[src/xcfp_pkg.sv]
package xcfp_pkg;

	// Frame layout.
	localparam int unsigned HEADER_BYTES = 5;
	localparam int unsigned LENGTH_POS   = 4;

	localparam int unsigned POS_W  = 9;
	localparam int unsigned BYTE_W = 8;

	typedef logic [POS_W-1:0]  pos_t;
	typedef logic [BYTE_W-1:0] byte_t;

	// Result kinds.
	localparam logic [1:0] KIND_MORE  = 2'd0;
	localparam logic [1:0] KIND_ERROR = 2'd1;
	localparam logic [1:0] KIND_READY = 2'd2;

	// Sticky error codes.
	localparam logic [1:0] ERR_NONE     = 2'd0;
	localparam logic [1:0] ERR_SYNC     = 2'd1;
	localparam logic [1:0] ERR_VERSION  = 2'd2;
	localparam logic [1:0] ERR_CHECKSUM = 2'd3;

	// Register indexes.
	localparam logic [1:0] REG_SYNC_FIRST    = 2'd0;
	localparam logic [1:0] REG_SYNC_SECOND   = 2'd1;
	localparam logic [1:0] REG_VERSION_VALUE = 2'd2;

	localparam int unsigned ADDR_W = 4;

	typedef struct packed {
		byte_t sync_first;
		byte_t sync_second;
		byte_t version_value;
	} cfg_t;

	typedef struct packed {
		logic [1:0] result_kind;
		logic [1:0] last_error;
		byte_t      echo_byte;
		pos_t       byte_offset;
		byte_t      payload_length;
	} result_t;

endpackage

[src/xcfp_if.sv]
interface xcfp_byte_if;
	import xcfp_pkg::*;
	logic  valid;
	logic  ready;
	byte_t data_byte;
	modport source (output valid, output data_byte, input ready);
	modport sink (input valid, input data_byte, output ready);
endinterface

interface xcfp_result_if;
	import xcfp_pkg::*;
	logic       valid;
	logic       ready;
	logic [1:0] result_kind;
	logic [1:0] last_error;
	byte_t      echo_byte;
	pos_t       byte_offset;
	byte_t      payload_length;
	modport source (output valid, output result_kind, output last_error, output echo_byte,
		output byte_offset, output payload_length, input ready);
	modport sink (input valid, input result_kind, input last_error, input echo_byte,
		input byte_offset, input payload_length, output ready);
endinterface

[src/xcfp_cfg_regs.sv]
module xcfp_cfg_regs
	import xcfp_pkg::*;
(
	input  logic              clk,
	input  logic              arst_n,
	input  logic              psel,
	input  logic              penable,
	input  logic              pwrite,
	input  logic [ADDR_W-1:0] paddr,
	input  logic [31:0]       pwdata,
	output logic [31:0]       prdata,
	output logic              pready,
	output cfg_t              cfg
);

	cfg_t       cfg_q;
	logic       wr_en;
	logic [1:0] reg_idx;

	assign wr_en   = psel & penable & pwrite;
	assign reg_idx = paddr[ADDR_W-1:2];
	assign pready  = 1'b1;
	assign cfg     = cfg_q;

	always_ff @(posedge clk or negedge arst_n) begin
		if (!arst_n) begin
			cfg_q <= '0;
		end else if (wr_en) begin
			unique case (reg_idx)
				REG_SYNC_FIRST:    cfg_q.sync_first    <= pwdata[BYTE_W-1:0];
				REG_SYNC_SECOND:   cfg_q.sync_second   <= pwdata[BYTE_W-1:0];
				REG_VERSION_VALUE: cfg_q.version_value <= pwdata[BYTE_W-1:0];
				default: ;
			endcase
		end
	end

	always_comb begin
		unique case (reg_idx)
			REG_SYNC_FIRST:    prdata = {24'd0, cfg_q.sync_first};
			REG_SYNC_SECOND:   prdata = {24'd0, cfg_q.sync_second};
			REG_VERSION_VALUE: prdata = {24'd0, cfg_q.version_value};
			default:           prdata = 32'd0;
		endcase
	end

endmodule

[src/xcfp_engine.sv]
module xcfp_engine
	import xcfp_pkg::*;
(
	input  logic    clk,
	input  logic    arst_n,
	input  cfg_t    cfg,
	input  logic    step,
	input  byte_t   data_byte,
	output result_t result
);

	// Parser state.
	pos_t       pos_q;
	pos_t       total_q;
	byte_t      xor_q;
	byte_t      len_q;
	logic       done_q;
	logic [1:0] err_q;

	pos_t       off;
	pos_t       tot_cur;
	pos_t       pos_nxt;
	pos_t       tot_nxt;
	byte_t      prior_xor;
	byte_t      xor_nxt;
	byte_t      len_nxt;
	logic       done_nxt;
	logic [1:0] err_nxt;
	logic [1:0] kind;
	pos_t       pos_inc;
	pos_t       tot_calc;
	logic       hdr_fail;
	logic [1:0] hdr_code;

	always_comb begin
		// A finished frame means this byte starts a new one.
		off     = done_q ? '0 : pos_q;
		tot_cur = done_q ? '0 : total_q;

		hdr_fail = 1'b0;
		hdr_code = ERR_NONE;
		if (off == pos_t'(0) && data_byte != cfg.sync_first) begin
			hdr_fail = 1'b1;
			hdr_code = ERR_SYNC;
		end else if (off == pos_t'(1) && data_byte != cfg.sync_second) begin
			hdr_fail = 1'b1;
			hdr_code = ERR_SYNC;
		end else if (off == pos_t'(2) && data_byte != cfg.version_value) begin
			hdr_fail = 1'b1;
			hdr_code = ERR_VERSION;
		end

		prior_xor = (off == '0) ? '0 : xor_q;
		pos_inc   = off + pos_t'(1);
		len_nxt   = (off == pos_t'(LENGTH_POS)) ? data_byte : len_q;
		tot_calc  = pos_t'(HEADER_BYTES) + {1'b0, len_nxt} + pos_t'(1);

		if (hdr_fail) begin
			// The failing byte leaves checksum and length untouched.
			xor_nxt  = xor_q;
			len_nxt  = len_q;
			pos_nxt  = '0;
			tot_nxt  = '0;
			done_nxt = 1'b0;
			err_nxt  = hdr_code;
			kind     = KIND_ERROR;
		end else begin
			xor_nxt  = prior_xor ^ data_byte;
			pos_nxt  = pos_inc;
			tot_nxt  = (pos_inc == pos_t'(HEADER_BYTES)) ? tot_calc : tot_cur;
			done_nxt = 1'b0;
			err_nxt  = err_q;
			if (tot_nxt == '0 || pos_inc < tot_nxt) begin
				kind = KIND_MORE;
			end else if (data_byte != prior_xor) begin
				kind    = KIND_ERROR;
				err_nxt = ERR_CHECKSUM;
				pos_nxt = '0;
				tot_nxt = '0;
			end else begin
				kind     = KIND_READY;
				done_nxt = 1'b1;
			end
		end

		result.result_kind    = kind;
		result.last_error     = err_nxt;
		result.echo_byte      = data_byte;
		result.byte_offset    = off;
		result.payload_length = (tot_nxt != '0) ? len_nxt : '0;
	end

	always_ff @(posedge clk or negedge arst_n) begin
		if (!arst_n) begin
			pos_q   <= '0;
			total_q <= '0;
			xor_q   <= '0;
			len_q   <= '0;
			done_q  <= 1'b0;
			err_q   <= ERR_NONE;
		end else if (step) begin
			pos_q   <= pos_nxt;
			total_q <= tot_nxt;
			xor_q   <= xor_nxt;
			len_q   <= len_nxt;
			done_q  <= done_nxt;
			err_q   <= err_nxt;
		end
	end

endmodule

[src/xor_checked_frame_parser_unit.sv]
// Byte-serial frame parser with an XOR checksum.
// Input channel rx carries one received byte per beat; output channel res carries
// one result beat per input byte: the result kind (need more, error, frame ready),
// the sticky last error code, the byte echoed, its offset within the frame and the
// payload length once the header is complete.
// The three match registers (first sync byte, second sync byte, version) are
// written over the APB port at byte addresses 0, 4 and 8, by the user only while
// the block is idle; the block itself does not enforce this. An accepted byte is
// first captured in an input register, then the parser state update and the
// result are computed in one pass and stored in the result register.
// Throughput is one byte per cycle while the receiver does not stall, as the
// position counter and running XOR are updated in one pass per byte.
// When the receiver stalls, the result register holds, the input register fills,
// and rx.ready drops only once both are occupied.
// Reset clears the match registers, the parser state and the sticky error, and
// empties both pipeline registers.
module xor_checked_frame_parser_unit
	import xcfp_pkg::*;
(
	input  logic              clk,
	input  logic              arst_n,
	xcfp_byte_if.sink         rx,
	xcfp_result_if.source     res,
	input  logic              psel,
	input  logic              penable,
	input  logic              pwrite,
	input  logic [ADDR_W-1:0] paddr,
	input  logic [31:0]       pwdata,
	output logic [31:0]       prdata,
	output logic              pready
);

	cfg_t    cfg;
	result_t step_res;
	result_t res_q;
	logic    res_vld_q;
	logic    in_vld_s1;
	byte_t   in_byte_s1;
	logic    advance;

	xcfp_cfg_regs u_cfg (
		.clk     (clk),
		.arst_n  (arst_n),
		.psel    (psel),
		.penable (penable),
		.pwrite  (pwrite),
		.paddr   (paddr),
		.pwdata  (pwdata),
		.prdata  (prdata),
		.pready  (pready),
		.cfg     (cfg)
	);

	// The byte in the input register is processed whenever the result register
	// is free or is being drained in this cycle.
	assign advance  = in_vld_s1 & (~res_vld_q | res.ready);
	assign rx.ready = ~in_vld_s1 | advance;

	xcfp_engine u_engine (
		.clk       (clk),
		.arst_n    (arst_n),
		.cfg       (cfg),
		.step      (advance),
		.data_byte (in_byte_s1),
		.result    (step_res)
	);

	always_ff @(posedge clk or negedge arst_n) begin
		if (!arst_n) begin
			in_vld_s1 <= 1'b0;
		end else if (rx.ready) begin
			in_vld_s1 <= rx.valid;
		end
	end

	always_ff @(posedge clk) begin
		if (rx.ready && rx.valid) begin
			in_byte_s1 <= rx.data_byte;
		end
	end

	always_ff @(posedge clk or negedge arst_n) begin
		if (!arst_n) begin
			res_vld_q <= 1'b0;
		end else if (advance) begin
			res_vld_q <= 1'b1;
		end else if (res.ready) begin
			res_vld_q <= 1'b0;
		end
	end

	always_ff @(posedge clk) begin
		if (advance) begin
			res_q <= step_res;
		end
	end

	assign res.valid          = res_vld_q;
	assign res.result_kind    = res_q.result_kind;
	assign res.last_error     = res_q.last_error;
	assign res.echo_byte      = res_q.echo_byte;
	assign res.byte_offset    = res_q.byte_offset;
	assign res.payload_length = res_q.payload_length;

	// An error result always carries a nonzero error code and no payload length.
	a_err_coded: assert property (@(posedge clk) disable iff (!arst_n)
		(res_vld_q && res_q.result_kind == KIND_ERROR) |->
		(res_q.last_error != ERR_NONE && res_q.payload_length == '0))
		else $error("error result without error code or with a length");

	// A ready frame ends at an offset past the header.
	a_ready_offset: assert property (@(posedge clk) disable iff (!arst_n)
		(res_vld_q && res_q.result_kind == KIND_READY) |->
		(res_q.byte_offset >= pos_t'(HEADER_BYTES)))
		else $error("frame ready inside the header");

	// With both registers full and the receiver stalled, no new byte is taken.
	a_full_stall: assert property (@(posedge clk) disable iff (!arst_n)
		(in_vld_s1 && res_vld_q && !res.ready) |-> !rx.ready)
		else $error("input taken while pipeline is full");

	// A processed byte always produces a result beat in the next cycle.
	a_result_follows: assert property (@(posedge clk) disable iff (!arst_n)
		advance |=> res_vld_q)
		else $error("processed byte produced no result");

endmodule

[src/flat_wrapper.sv]
// flat-port wrapper written by rule: the top's interface ports become plain ports
module xor_checked_frame_parser_unit_flat import xcfp_pkg::*;
  (clk, arst_n, psel, penable, pwrite, paddr, pwdata, prdata, pready, rx_valid, rx_data_byte, rx_ready, res_valid, res_result_kind, res_last_error, res_echo_byte, res_byte_offset, res_payload_length, res_ready);
  xcfp_byte_if rx_i ();
  xcfp_result_if res_i ();
  input  logic clk;
  input  logic arst_n;
  input  logic psel;
  input  logic penable;
  input  logic pwrite;
  input  logic [ADDR_W-1:0] paddr;
  input  logic [31:0] pwdata;
  output logic [31:0] prdata;
  output logic pready;
  input wire logic [$bits(rx_i.valid)-1:0] rx_valid;
  input wire logic [$bits(rx_i.data_byte)-1:0] rx_data_byte;
  output wire logic [$bits(rx_i.ready)-1:0] rx_ready;
  output wire logic [$bits(res_i.valid)-1:0] res_valid;
  output wire logic [$bits(res_i.result_kind)-1:0] res_result_kind;
  output wire logic [$bits(res_i.last_error)-1:0] res_last_error;
  output wire logic [$bits(res_i.echo_byte)-1:0] res_echo_byte;
  output wire logic [$bits(res_i.byte_offset)-1:0] res_byte_offset;
  output wire logic [$bits(res_i.payload_length)-1:0] res_payload_length;
  input wire logic [$bits(res_i.ready)-1:0] res_ready;
  assign rx_i.valid = rx_valid;
  assign rx_i.data_byte = rx_data_byte;
  assign rx_ready = rx_i.ready;
  assign res_valid = res_i.valid;
  assign res_result_kind = res_i.result_kind;
  assign res_last_error = res_i.last_error;
  assign res_echo_byte = res_i.echo_byte;
  assign res_byte_offset = res_i.byte_offset;
  assign res_payload_length = res_i.payload_length;
  assign res_i.ready = res_ready;
  xor_checked_frame_parser_unit u_core (.clk(clk), .arst_n(arst_n), .rx(rx_i), .res(res_i), .psel(psel), .penable(penable), .pwrite(pwrite), .paddr(paddr), .pwdata(pwdata), .prdata(prdata), .pready(pready));
endmodule
[config.mk]
export PLATFORM = sky130hd
export DESIGN_NAME = xor_checked_frame_parser_unit_flat
export DESIGN_NICKNAME = d
export VERILOG_FILES = /design/src/xcfp_pkg.sv /design/src/xcfp_if.sv /design/src/xcfp_cfg_regs.sv /design/src/xcfp_engine.sv /design/src/xor_checked_frame_parser_unit.sv /design/src/flat_wrapper.sv
export SDC_FILE = /design/constraint.sdc
export NUM_CORES = 1
export LEC_CHECK = 0
export ABC_AREA = 1
export BUFFER_PORTS_ARGS = -buffer_cell sky130_fd_sc_hd__clkbuf_2
export CAP_MARGIN = 5
export CORE_MARGIN = 8
export CORE_UTILIZATION = 55
export DETAILED_ROUTE_END_ITERATION = 7
export GPL_TIMING_DRIVEN = 0
export PLACE_DENSITY_LB_ADDON = 0.25
export SLEW_MARGIN = 20
export SYNTH_ARGS = -nofsm -noshare
export SYNTH_HDL_FRONTEND = slang
export SYNTH_SLANG_ARGS = --single-unit
[constraint.sdc]
create_clock -name clk -period 4.5 [get_ports clk]
set_clock_uncertainty 0.1 [all_clocks]
set_input_delay 0 -clock clk [delete_from_list [all_inputs] [get_ports clk]]
set_output_delay 0 -clock clk [all_outputs]
set_load 0.02 [all_outputs]
==> key figures, run 1 <==
Status
  – Status: complete, no violations

Min path
  – Path category of the worst min-delay check: input pin to async pin

Yosys
  – Cell Area, Synth: 5460 um^2
  – Synth warn: 0
  – Yosys cell types: 39
  – Post-synth EDFFs: 37
  – Gate Count Post-Synth: 631
  – Sequential cell area fraction in the yosys report: 49.3%
  – Synth Register Bits: 100
  – Syn_area_per_cell: 8.65 um^2
  – Main synth FF type: dfrtp_1
  – Asr flop ratio synth: 63.0%

Clock tree
  – CTS tree: built
  – Later-pin clock latency in the skew report: 0.39 ns
  – Num CTS Buffers: 9
  – Clock Pin Slew Worst Setup and Hold Paths: 0.10 ns
  – H-tree Lvls: 3
  – Clock buffer depth: 2
  – CTS Root Cell: clkbuf_8
  – Setup Fix Bufs, Post-CTS: 0
  – Clk sinks: 100

Finish
  – Fraction of layout cells with a size suffix above 1: 20.3%
  – Layout Nets: 814
  – Synthesis-to-layout area growth: 18.7%
  – Fillers: 777
  – Fin cells: 890
  – Antenna fix cells: 0
  – Commonest cells after routing, fill and taps aside: nand2_1, inv_1, clkbuf_2, dfrtp_1
  – Commonest non-fill, non-tap cell in the layout: nand2_1
  – Design Area, Final: 6480 um^2

Timing
  – Tcrit/Tclk final: 89.9%
  – Setup violators final: 0
  – Relative slew margins: 49.8%
  – Max Slew Vio Count: 0
  – Fin. Hold Viols: 0
  – Fmax: 247 MHz
  – RSZ-0062 raised after global routing: false
  – Worst Tran Pin Value: 0.750 ns
  – Setup ws final: 0.454 ns
  – Setup TNS Final: 0 ns
  – Minimum clock period: 4.05 ns

Global routing
  – Initial antenna violation count: 0
  – Total track usage: 20.8%
  – Total gr overflow: 0
  – Largest net degree at the start of global routing: 49
  – Global-route wire length before repair: 21.7 mm
  – Vias in the first global route: 4,545

Critical path
  – Crit path kind: flip-flop to flip-flop
  – Crit end category: flip-flop
  – Critical Path RT: 4.62 ns
  – Critical Path AT: 4.17 ns
  – Worst setup SP type: flip-flop
  – Critical path's largest stage delay: 0.39 ns
  – Worst path slowest cell: dfrtp_1
  – Worst path most repeated cell: nand2_1
  – Worst-path fanout max: 10

Power
  – Pleak: 3.21 nW
  – Power after layout: 0.00227 W
  – PD cells: 351 nW/um^2
  – VDD IR max: 0.214 mV

Routing
  – Initial DRT Pass Iterations: 5
  – DR vias: 4,435
  – DR DRC count: 0
  – Drt total wl: 12.9 mm
  – Post-DR wirelength/cell: 14.5 um
  – Mean number of vias per cell: 4.98
  – DRT antenna net count: 0
  – Starting DRT DRC Count: 314

Place
  – HPWL after detailed placement: 9.69 mm
  – Dpl ws: 0.429 ns
  – Port buffer count: 63
  – Final Wtd Congestion: 0.923
  – DP Cell Count: 852
  – Area post-placement: 6080 um^2

Run
  – Max Cap Viol: 0

Die
  – Die area: 13,400 um^2
  – Initial core utilization: 56.3%
  – Die Span X: 116 um
  – Rows: 36
  – IO Count: 115
  – Core area: 9680 um^2
  – Die Ht: 116 um
synthesized netlist by cell type, types with 11 or more instances:
library cell  count  area, um^2
dfrtp_1          63        1580
edfxtp_1         37        1110
xor2_1           11        96.3
nand2_2          17         106
nand3_1          38         190
buf_4            25         188
xnor2_1          18         158
nor2_1           31         116
o21ai_0          36         180
o21ai_1          11        55.1
inv_1            68         255
nand2_1         188         706
ha_1             11         138
worst max-delay path, delay by kind of cell, from the launching register on:
family / cells / cell delay [ns]
adders and majority gates: 2 / 0.58
DFF: 1 / 0.39
buffers and inverters: 7 / 0.94
AOI/OAI and AO/OA: 2 / 0.21
and+or+nand+nor: 16 / 1.66
stage by stage:
step | hold slack (ns) | util (%)
after floorplan | -0.396 | -
after global placement | 0.0801 | 62.2
after detailed placement | -0.178 | 62.7
after CTS | 0.0605 | 66.7
after global routing | 0.0961 | 66.9
final | 0.0635 | 66.9
power by group:
part	total, W	switching, W	internal [W]	leakage (nW)
registers	0.00119	0.0000972	0.00109	1.19
clock network	0.000518	0.000320	0.000198	0.0880
logic	0.000565	0.000359	0.000206	1.94
layout make-up:
type / count / area [um^2] / area share (%)
buffer: 40 / 283 / 4.37
tap: 133 / 166 / 2.57
timing repair buffer: 87 / 586 / 9.04
clock inverter: 7 / 43.8 / 0.676
multi-input combinational: 440 / 2310 / 35.6
sequential: 100 / 2690 / 41.5
inverter: 74 / 280 / 4.33
clock buffer: 9 / 124 / 1.91
flip-flops by register name (all words and copies together) (netlist names):
register                   count
u_core.u_engine.err_q          2
u_core.u_engine.xor_q          8
u_core.res.last_error          2
u_core.u_engine.done_q         1
u_core.in_vld_s1               1
u_core.in_byte_s1              8
u_core.u_engine.pos_q          9
u_core.res.echo_byte           8
u_core.res.result_kind         2
u_core.u_engine.len_q          8
u_core.res.byte_offset         9
u_core.res.valid               1
u_core.u_engine.total_q        9
u_core.u_cfg.cfg              24
u_core.res.payload_length      8
what timing repair did:
item	in CTS	in global routing
endpoints found under the setup margin	0	8
resized for setup	0	2
endpoints found under the hold margin	97	0
hold buffers	22	0
cell families (layout without fill, tap and decap cells):
| logic type | after synthesis | count (layout) | share of synthesized area (%) |
|---|---|---|---|
| and+or+nand+nor | 303 | 303 | 25.4 |
| other | 2 | 25 | 0.138 |
| AOI/OAI and AO/OA | 71 | 71 | 7.57 |
| buffers and inverters | 114 | 217 | 10.3 |
| muxes | 1 | 1 | 0.183 |
| DFF | 100 | 100 | 49.3 |
| xor gates and xnor gates | 29 | 29 | 4.65 |
| adders and majority gates | 11 | 11 | 2.52 |
final timing paths:
check                                            start                  endpoint  slack [ns]  cells past startpoint
worst min-delay path                            arst_n  u_core.u_engine.xor_q[1]        0.06                      3
worst max-delay path            u_core.u_engine.done_q  u_core.res.last_error[1]        0.45                     27
worst min register to register    u_core.in_byte_s1[0]   u_core.res.echo_byte[0]        0.36                      0
min in group clk                               penable      u_core.u_cfg.cfg[17]        0.12                      5
worst max register to register  u_core.u_engine.done_q  u_core.res.last_error[1]        0.45                     27
max in group asynchronous                       arst_n  u_core.u_engine.pos_q[3]        3.10                      3
routing by layer:
layer | wire (um) | part of all wire [%] | track usage [%] | vias to the layer above
li1 | - | - | - | 2211
met1 | 5280 | 41 | 24.6 | 2073
met2 | 6560 | 51 | 35.6 | 127
met3 | 715 | 5.6 | 3.86 | 24
met4 | 324 | 2.5 | 10.2 | 0
met5 | 0 | 0 | 0 | -
Note: power is estimated with default switching activity, not from simulation.
==> run 2, diff against run 1 <==
- BUFFER_PORTS_ARGS: -buffer_cell sky130_fd_sc_hd__clkbuf_2 -> default
- CORE_UTILIZATION: 55 -> 64
- DONT_BUFFER_PORTS: default -> 1
==> run 2 against run 1 <==
Global-route usage grew 2.7 points; first-iteration DRC count is 4.1% lower; largest power group unchanged; wire length up 0.41%; non-clock buffer count is 64 lower.
==> key figures, run 2 (synthesis results as in run 1) <==
Critical path
  – Crit path kind: flip-flop to flip-flop
  – FF-to-FF End: u_core.res.payload_length[0]
  – Crit end category: flip-flop
  – Critical R2R Launch: u_core.u_engine.done_q
  – Worst-path fanout max: 10 (unchanged)
  – Reg2reg path depth: 27 (unchanged)
  – Critical Path RT: 4.51 ns (-0.11 ns)
  – Critical Path AT: 4.14 ns (-0.03 ns)
  – Worst setup SP type: flip-flop
  – Reg2Reg Setup Slack: 0.37 ns (-0.09 ns)

Status
  – Status: complete, no violations

Finish
  – Commonest cells after routing, fill and taps aside: nand2_1, inv_1, dfrtp_1
  – Fraction of layout cells with a size suffix above 1: 13.1% (-7.2 points)
  – Antenna fix cells: 0 (unchanged)
  – Synthesis-to-layout area growth: 12.5%
  – Commonest non-fill, non-tap cell in the layout: nand2_1
  – Design Area, Final: 6140 um^2 (-5.2%)
  – Layout Nets: 750 (-7.9%)
  – Max reg flops: 24 (unchanged)

Global routing
  – Largest net degree at the start of global routing: 64 (+31%)
  – Total gr overflow: 0 (unchanged)
  – Total track usage: 23.4% (+2.7 points)
  – Vias in the first global route: 4,457 (-1.9%)
  – Global-route wire length before repair: 21.7 mm (-0.19%)
  – Initial antenna violation count: 0 (unchanged)

Power
  – VDD IR max: 0.217 mV (+1.6%)
  – PD cells: 374 nW/um^2 (+6.4%)
  – Power after layout: 0.00229 W (+0.83%)
  – Pleak: 2.96 nW (-8.0%)

Die
  – Core area: 8260 um^2 (-15%)
  – Initial core utilization: 66.1% (+9.7 points)
  – Rows: 33 (-8.3%)
  – Die area: 11,700 um^2 (-12%)
  – Die Ht: 108 um (-6.3%)
  – IO Count: 115 (unchanged)
  – Die Span X: 108 um (-6.3%)

Timing
  – Worst Tran Pin Value: 0.674 ns (-0.0764 ns)
  – Tcrit/Tclk final: 91.8% (+1.9 points)
  – Fmax: 242 MHz (-2.1%)
  – Minimum clock period: 4.13 ns (+0.0851 ns)
  – Setup violators final: 0 (unchanged)
  – Max Slew Vio Count: 0 (unchanged)
  – Setup TNS Final: 0 ns (unchanged)
  – Setup ws final: 0.369 ns (-0.0851 ns)
  – Relative slew margins: 54.9% (+5.1 points)
  – RSZ-0062 raised after global routing: false
  – Fin. Hold Viols: 0 (unchanged)

Clock tree
  – Setup Fix Bufs, Post-CTS: 0 (unchanged)
  – CTS tree: built
  – Later-pin clock latency in the skew report: 0.37 ns (-0.02 ns)
  – Clock buffer depth: 2 (unchanged)
  – Clk sinks: 100 (unchanged)
  – Clock Pin Slew Worst Setup and Hold Paths: 0.10 ns (about the same)
  – Post-CTS Resized: 0 (unchanged)
  – Num CTS Buffers: 9 (unchanged)
  – H-tree Lvls: 3 (unchanged)
  – CTS Root Cell: clkbuf_8

Routing
  – Initial DRT Pass Iterations: 5 (unchanged)
  – DR vias: 4,362 (-1.6%)
  – Starting DRT DRC Count: 301 (-4.1%)
  – Mean number of vias per cell: 5.47 (+9.7%)
  – DRT antenna net count: 0 (unchanged)
  – Drt total wl: 12.9 mm (+0.41%)
  – Post-DR wirelength/cell: 16.2 um (+12%)
  – DR DRC count: 0 (unchanged)

Min path
  – HP Start: paddr[2]
  – Path category of the worst min-delay check: input pin to flip-flop
  – Hold Path Cell Cnt: 4
  – WHS Endpoint: u_core.u_cfg.cfg[2]

Place
  – HPWL after detailed placement: 9.48 mm (-2.2%)
  – Dpl ws: 0.471 ns (+0.0423 ns)
  – Final Wtd Congestion: 0.929 (+0.74%)
  – Port buffer count: 0 (-100%)
  – Area post-placement: 5700 um^2 (-6.1%)

Run
  – Max Cap Viol: 0 (unchanged)
==> run 2: timing repair <==
action                                 4_1_cts  5_1_grt
endpoints found under the hold margin      105        0
setup endpoints to repair                    0        0
hold buffers                                22        0
==> run 2: final cells by class <==
cell class / count / area, um^2
buffer: 40 / 283
multi-input combinational: 440 / 2290
inverter: 74 / 280
tap: 105 / 131
fill: 616 / 2120
timing repair buffer: 23 / 265
clock inverter: 7 / 72.6
clock buffer: 9 / 124
sequential: 100 / 2690
==> run 2: how the worst max path moves through the flow <==
stage / startpoint / end / slack (ns)
2_1_floorplan: u_core.u_engine.done_q / u_core.res.last_error[1] / 1.10
3_3_place_gp: u_core.u_engine.done_q / u_core.res.last_error[1] / 0.59
3_5_place_dp: u_core.u_engine.done_q / u_core.res.payload_length[0] / 0.47
4_1_cts: u_core.u_engine.done_q / u_core.res.payload_length[0] / 0.44
5_1_grt: u_core.u_engine.done_q / u_core.res.payload_length[0] / 0.06
6_report: u_core.u_engine.done_q / u_core.res.payload_length[0] / 0.37
==> run 2: stage by stage <==
step	hold slack, ns	instances	utilization, %
after floorplan	-0.396	654	-
after global placement	-0.392	759	68.7
after detailed placement	-0.393	760	69.1
after CTS	0.0537	798	74.3
after global routing	0.0798	798	74.3
final	0.0541	798	74.3
==> run 2: power by group <==
| part | internal [W] | leakage (nW) | total [W] | switching, W |
|---|---|---|---|---|
| logic | 0.000173 | 1.67 | 0.000477 | 0.000304 |
| clock network | 0.000259 | 0.0976 | 0.000579 | 0.000320 |
| registers | 0.00110 | 1.19 | 0.00124 | 0.000140 |
==> run 2: routing by layer <==
layer  wire length (um)  global-route usage, %
met1               5170                   28.9
met2               6590                   40.2
met3                895                   4.28
met4                279                   8.50
met5                  0                      0
==> run 2: critical path, stage by stage (launching register included) <==
cell and delay [ns]:
dfrtp_1 0.38, buf_6 0.15, inv_4 0.10, nand2_2 0.10
inv_1 0.18, ha_1 0.23, nand3_1 0.18, inv_1 0.14
nand2_1 0.06, nand2_1 0.06, nand2_1 0.14, nor2_4 0.17
nand3_4 0.11, buf_6 0.16, o21ai_0 0.08, nand2_1 0.15
ha_1 0.33, inv_1 0.06, nor3_1 0.17, a211oi_1 0.06
nand2_1 0.06, nand2_1 0.04, nand2_1 0.05, nand2_1 0.04
nand2_1 0.13, nand3_4 0.14, nand3_2 0.21, nor2_1 0.07
==> run 3, diff against run 2 <==
- PLACE_DENSITY_LB_ADDON: 0.25 -> 0.15
==> run 3 against run 2 <==
Global-route usage about the same; utilization increased by 0.32 points; sequential power about the same; register-to-register slack got worse by 0.08 ns; first-iteration DRC count increased by 6.3%; critical path type unchanged; setup slack got worse by 0.085 ns.
==> key figures, run 3 (synthesis results as in run 1) <==
Critical path
  – Worst-path fanout max: 10 (unchanged)
  – FF-to-FF End: u_core.res.last_error[1]
  – Critical R2R Launch: u_core.u_engine.done_q
  – Reg2Reg Setup Slack: 0.28 ns (-0.08 ns)
  – Critical Path RT: 4.51 ns (about the same)
  – Critical path's largest stage delay: 0.39 ns (about the same)
  – Worst setup SP type: flip-flop
  – Worst path most repeated cell: nand2_1
  – Worst path slowest cell: dfrtp_1
  – Reg2reg path depth: 27 (unchanged)
  – Crit path kind: flip-flop to flip-flop
  – Critical Path AT: 4.23 ns (+0.09 ns)
  – Crit end category: flip-flop
  – Buf+Inv Stages, Crit Path: 6 (unchanged)
  – CP top delay family: simple AND/OR/NAND/NOR gates

Routing
  – DR WL met3: 841 um (-6.0%)
  – DR top layer: met4
  – Met1 Routed Length: 5.12 mm (-0.97%)
  – Met2 WL: 6.81 mm (+3.4%)
  – Mean number of vias per cell: 5.39 (-1.4%)
  – DRT antenna net count: 0 (unchanged)
  – DR vias: 4,303 (-1.4%)
  – Drt total wl: 13.0 mm (+0.74%)
  – Initial DRT Pass Iterations: 5 (unchanged)
  – DR DRC count: 0 (unchanged)
  – Post-DR wirelength/cell: 16.3 um (+0.74%)
  – Starting DRT DRC Count: 320 (+6.3%)

Finish
  – Fraction of layout cells with a size suffix above 1: 13.3% (+0.14 points)
  – Max reg flops: 24 (unchanged)
  – Fin cells: 798 (unchanged)
  – Final Core Density: 74.6% (+0.32 points)
  – Commonest cells after routing, fill and taps aside: nand2_1, inv_1, dfrtp_1
  – Commonest non-fill, non-tap cell in the layout: nand2_1
  – Antenna fix cells: 0 (unchanged)
  – Layout Nets: 750 (unchanged)
  – Synthesis-to-layout area growth: 13.0%

Power
  – VDD IR max: 0.289 mV (+33%)
  – Pleak: 2.97 nW (+0.41%)
  – PD cells: 379 nW/um^2 (+1.4%)

Clock tree
  – Clk sinks: 100 (unchanged)
  – Clock Pin Slew Worst Setup and Hold Paths: 0.10 ns (about the same)
  – H-tree Lvls: 3 (unchanged)
  – CTS tree: built
  – Later-pin clock latency in the skew report: 0.37 ns (about the same)
  – Num CTS Buffers: 9 (unchanged)
  – Clock buffer depth: 2 (unchanged)
  – Setup Fix Bufs, Post-CTS: 0 (unchanged)
  – CTS Root Cell: clkbuf_8

Place
  – Dpl ws: 0.373 ns (-0.0978 ns)
  – Final Wtd Congestion: 0.900 (-3.1%)
  – Port buffer count: 0 (unchanged)
  – DP Cell Count: 760 (unchanged)
  – HPWL after detailed placement: 9.70 mm (+2.4%)

Timing
  – Worst Tran Pin Value: 0.719 ns (+0.0457 ns)
  – Tcrit/Tclk final: 93.7% (+1.9 points)
  – Setup ws final: 0.284 ns (-0.0849 ns)
  – Worst hold slack: 0.0680 ns (+0.0139 ns)
  – Max Slew Vio Count: 0 (unchanged)
  – Setup violators final: 0 (unchanged)
  – RSZ-0062 raised after global routing: false
  – Fin. Hold Viols: 0 (unchanged)
  – Relative slew margins: 51.9% (-3.1 points)
  – Setup TNS Final: 0 ns (unchanged)
  – Minimum clock period: 4.22 ns (+0.0849 ns)
  – Fmax: 237 MHz (-2.0%)

Die
  – IO Count: 115 (unchanged)
  – Die area: 11,700 um^2 (unchanged)
  – Initial core utilization: 66.1% (unchanged)
  – Rows: 33 (unchanged)
  – Die Ht: 108 um (unchanged)
  – Die Span X: 108 um (unchanged)
  – Core area: 8260 um^2 (unchanged)

Global routing
  – Initial antenna violation count: 0 (unchanged)
  – Largest net degree at the start of global routing: 64 (unchanged)
  – Global-route wire length before repair: 21.4 mm (-1.4%)
  – Vias in the first global route: 4,426 (-0.70%)
  – Total track usage: 23.5% (+0.047 points)
  – Total gr overflow: 0 (unchanged)

Min path
  – Path category of the worst min-delay check: input pin to async pin

Run
  – Max Cap Viol: 0 (unchanged)

Status
  – Status: complete, no violations
[run 3: cell types whose count changed in the layout (fill, tap and decap cells not counted), sizes merged]
| cell | previous run | this run |
|---|---|---|
| inv | 74 | 76 |
| clkinv | 5 | 2 |
| clkbuf | 19 | 21 |
| clkinvlp | 1 | 0 |
[run 3: where the power goes]
part           internal (W)  total (W)  switching, W  leakage, nW
combinational      0.000174   0.000483      0.000309         1.67
clock              0.000298   0.000617      0.000319        0.112
sequential          0.00110    0.00123      0.000138         1.19
[run 3: final cells by class]
cell class | count | area [um^2]
Buffer | 40 | 283
Fill cell | 598 | 2090
Multi-Input combinational cell | 440 | 2300
Timing Repair Buffer | 23 | 265
Tap cell | 105 | 131
Clock inverter | 5 | 62.6
Inverter | 74 | 280
Sequential cell | 100 | 2690
Clock buffer | 11 | 153
[run 3: repair_timing]
| item | CTS | global route |
|---|---|---|
| resized for setup | 0 | 2 |
| endpoints found under the hold margin | 97 | 0 |
| setup endpoints to repair | 0 | 9 |
| hold buffers | 22 | 0 |
[run 3: through the flow]
step	instance area [um^2]	total power [W]
2_1_floorplan	5540	0.00158
3_3_place_gp	5670	0.00166
3_5_place_dp	5700	0.00170
4_1_cts	6160	0.00234
5_1_grt	6160	0.00246
6_report	6160	0.00233
[run 3: routing by layer]
metal / global-route usage (%) / up-vias
met3: 6.07 / 26
met5: 0 / -
li1: - / 2081
met2: 41.4 / 181
met1: 27.3 / 2015
met4: 7.43 / 0
[run 3: worst max-delay path by stage]
stage,startpoint,end,slack [ns],depth (start not counted)
2_1_floorplan,u_core.u_engine.done_q,u_core.res.last_error[1],1.10,27
3_3_place_gp,u_core.u_engine.done_q,u_core.res.last_error[1],0.59,27
3_5_place_dp,u_core.u_engine.done_q,u_core.res.last_error[1],0.37,27
4_1_cts,u_core.u_engine.done_q,u_core.res.last_error[1],0.30,27
5_1_grt,u_core.u_engine.done_q,u_core.res.last_error[1],0.01,27
6_report,u_core.u_engine.done_q,u_core.res.last_error[1],0.28,27
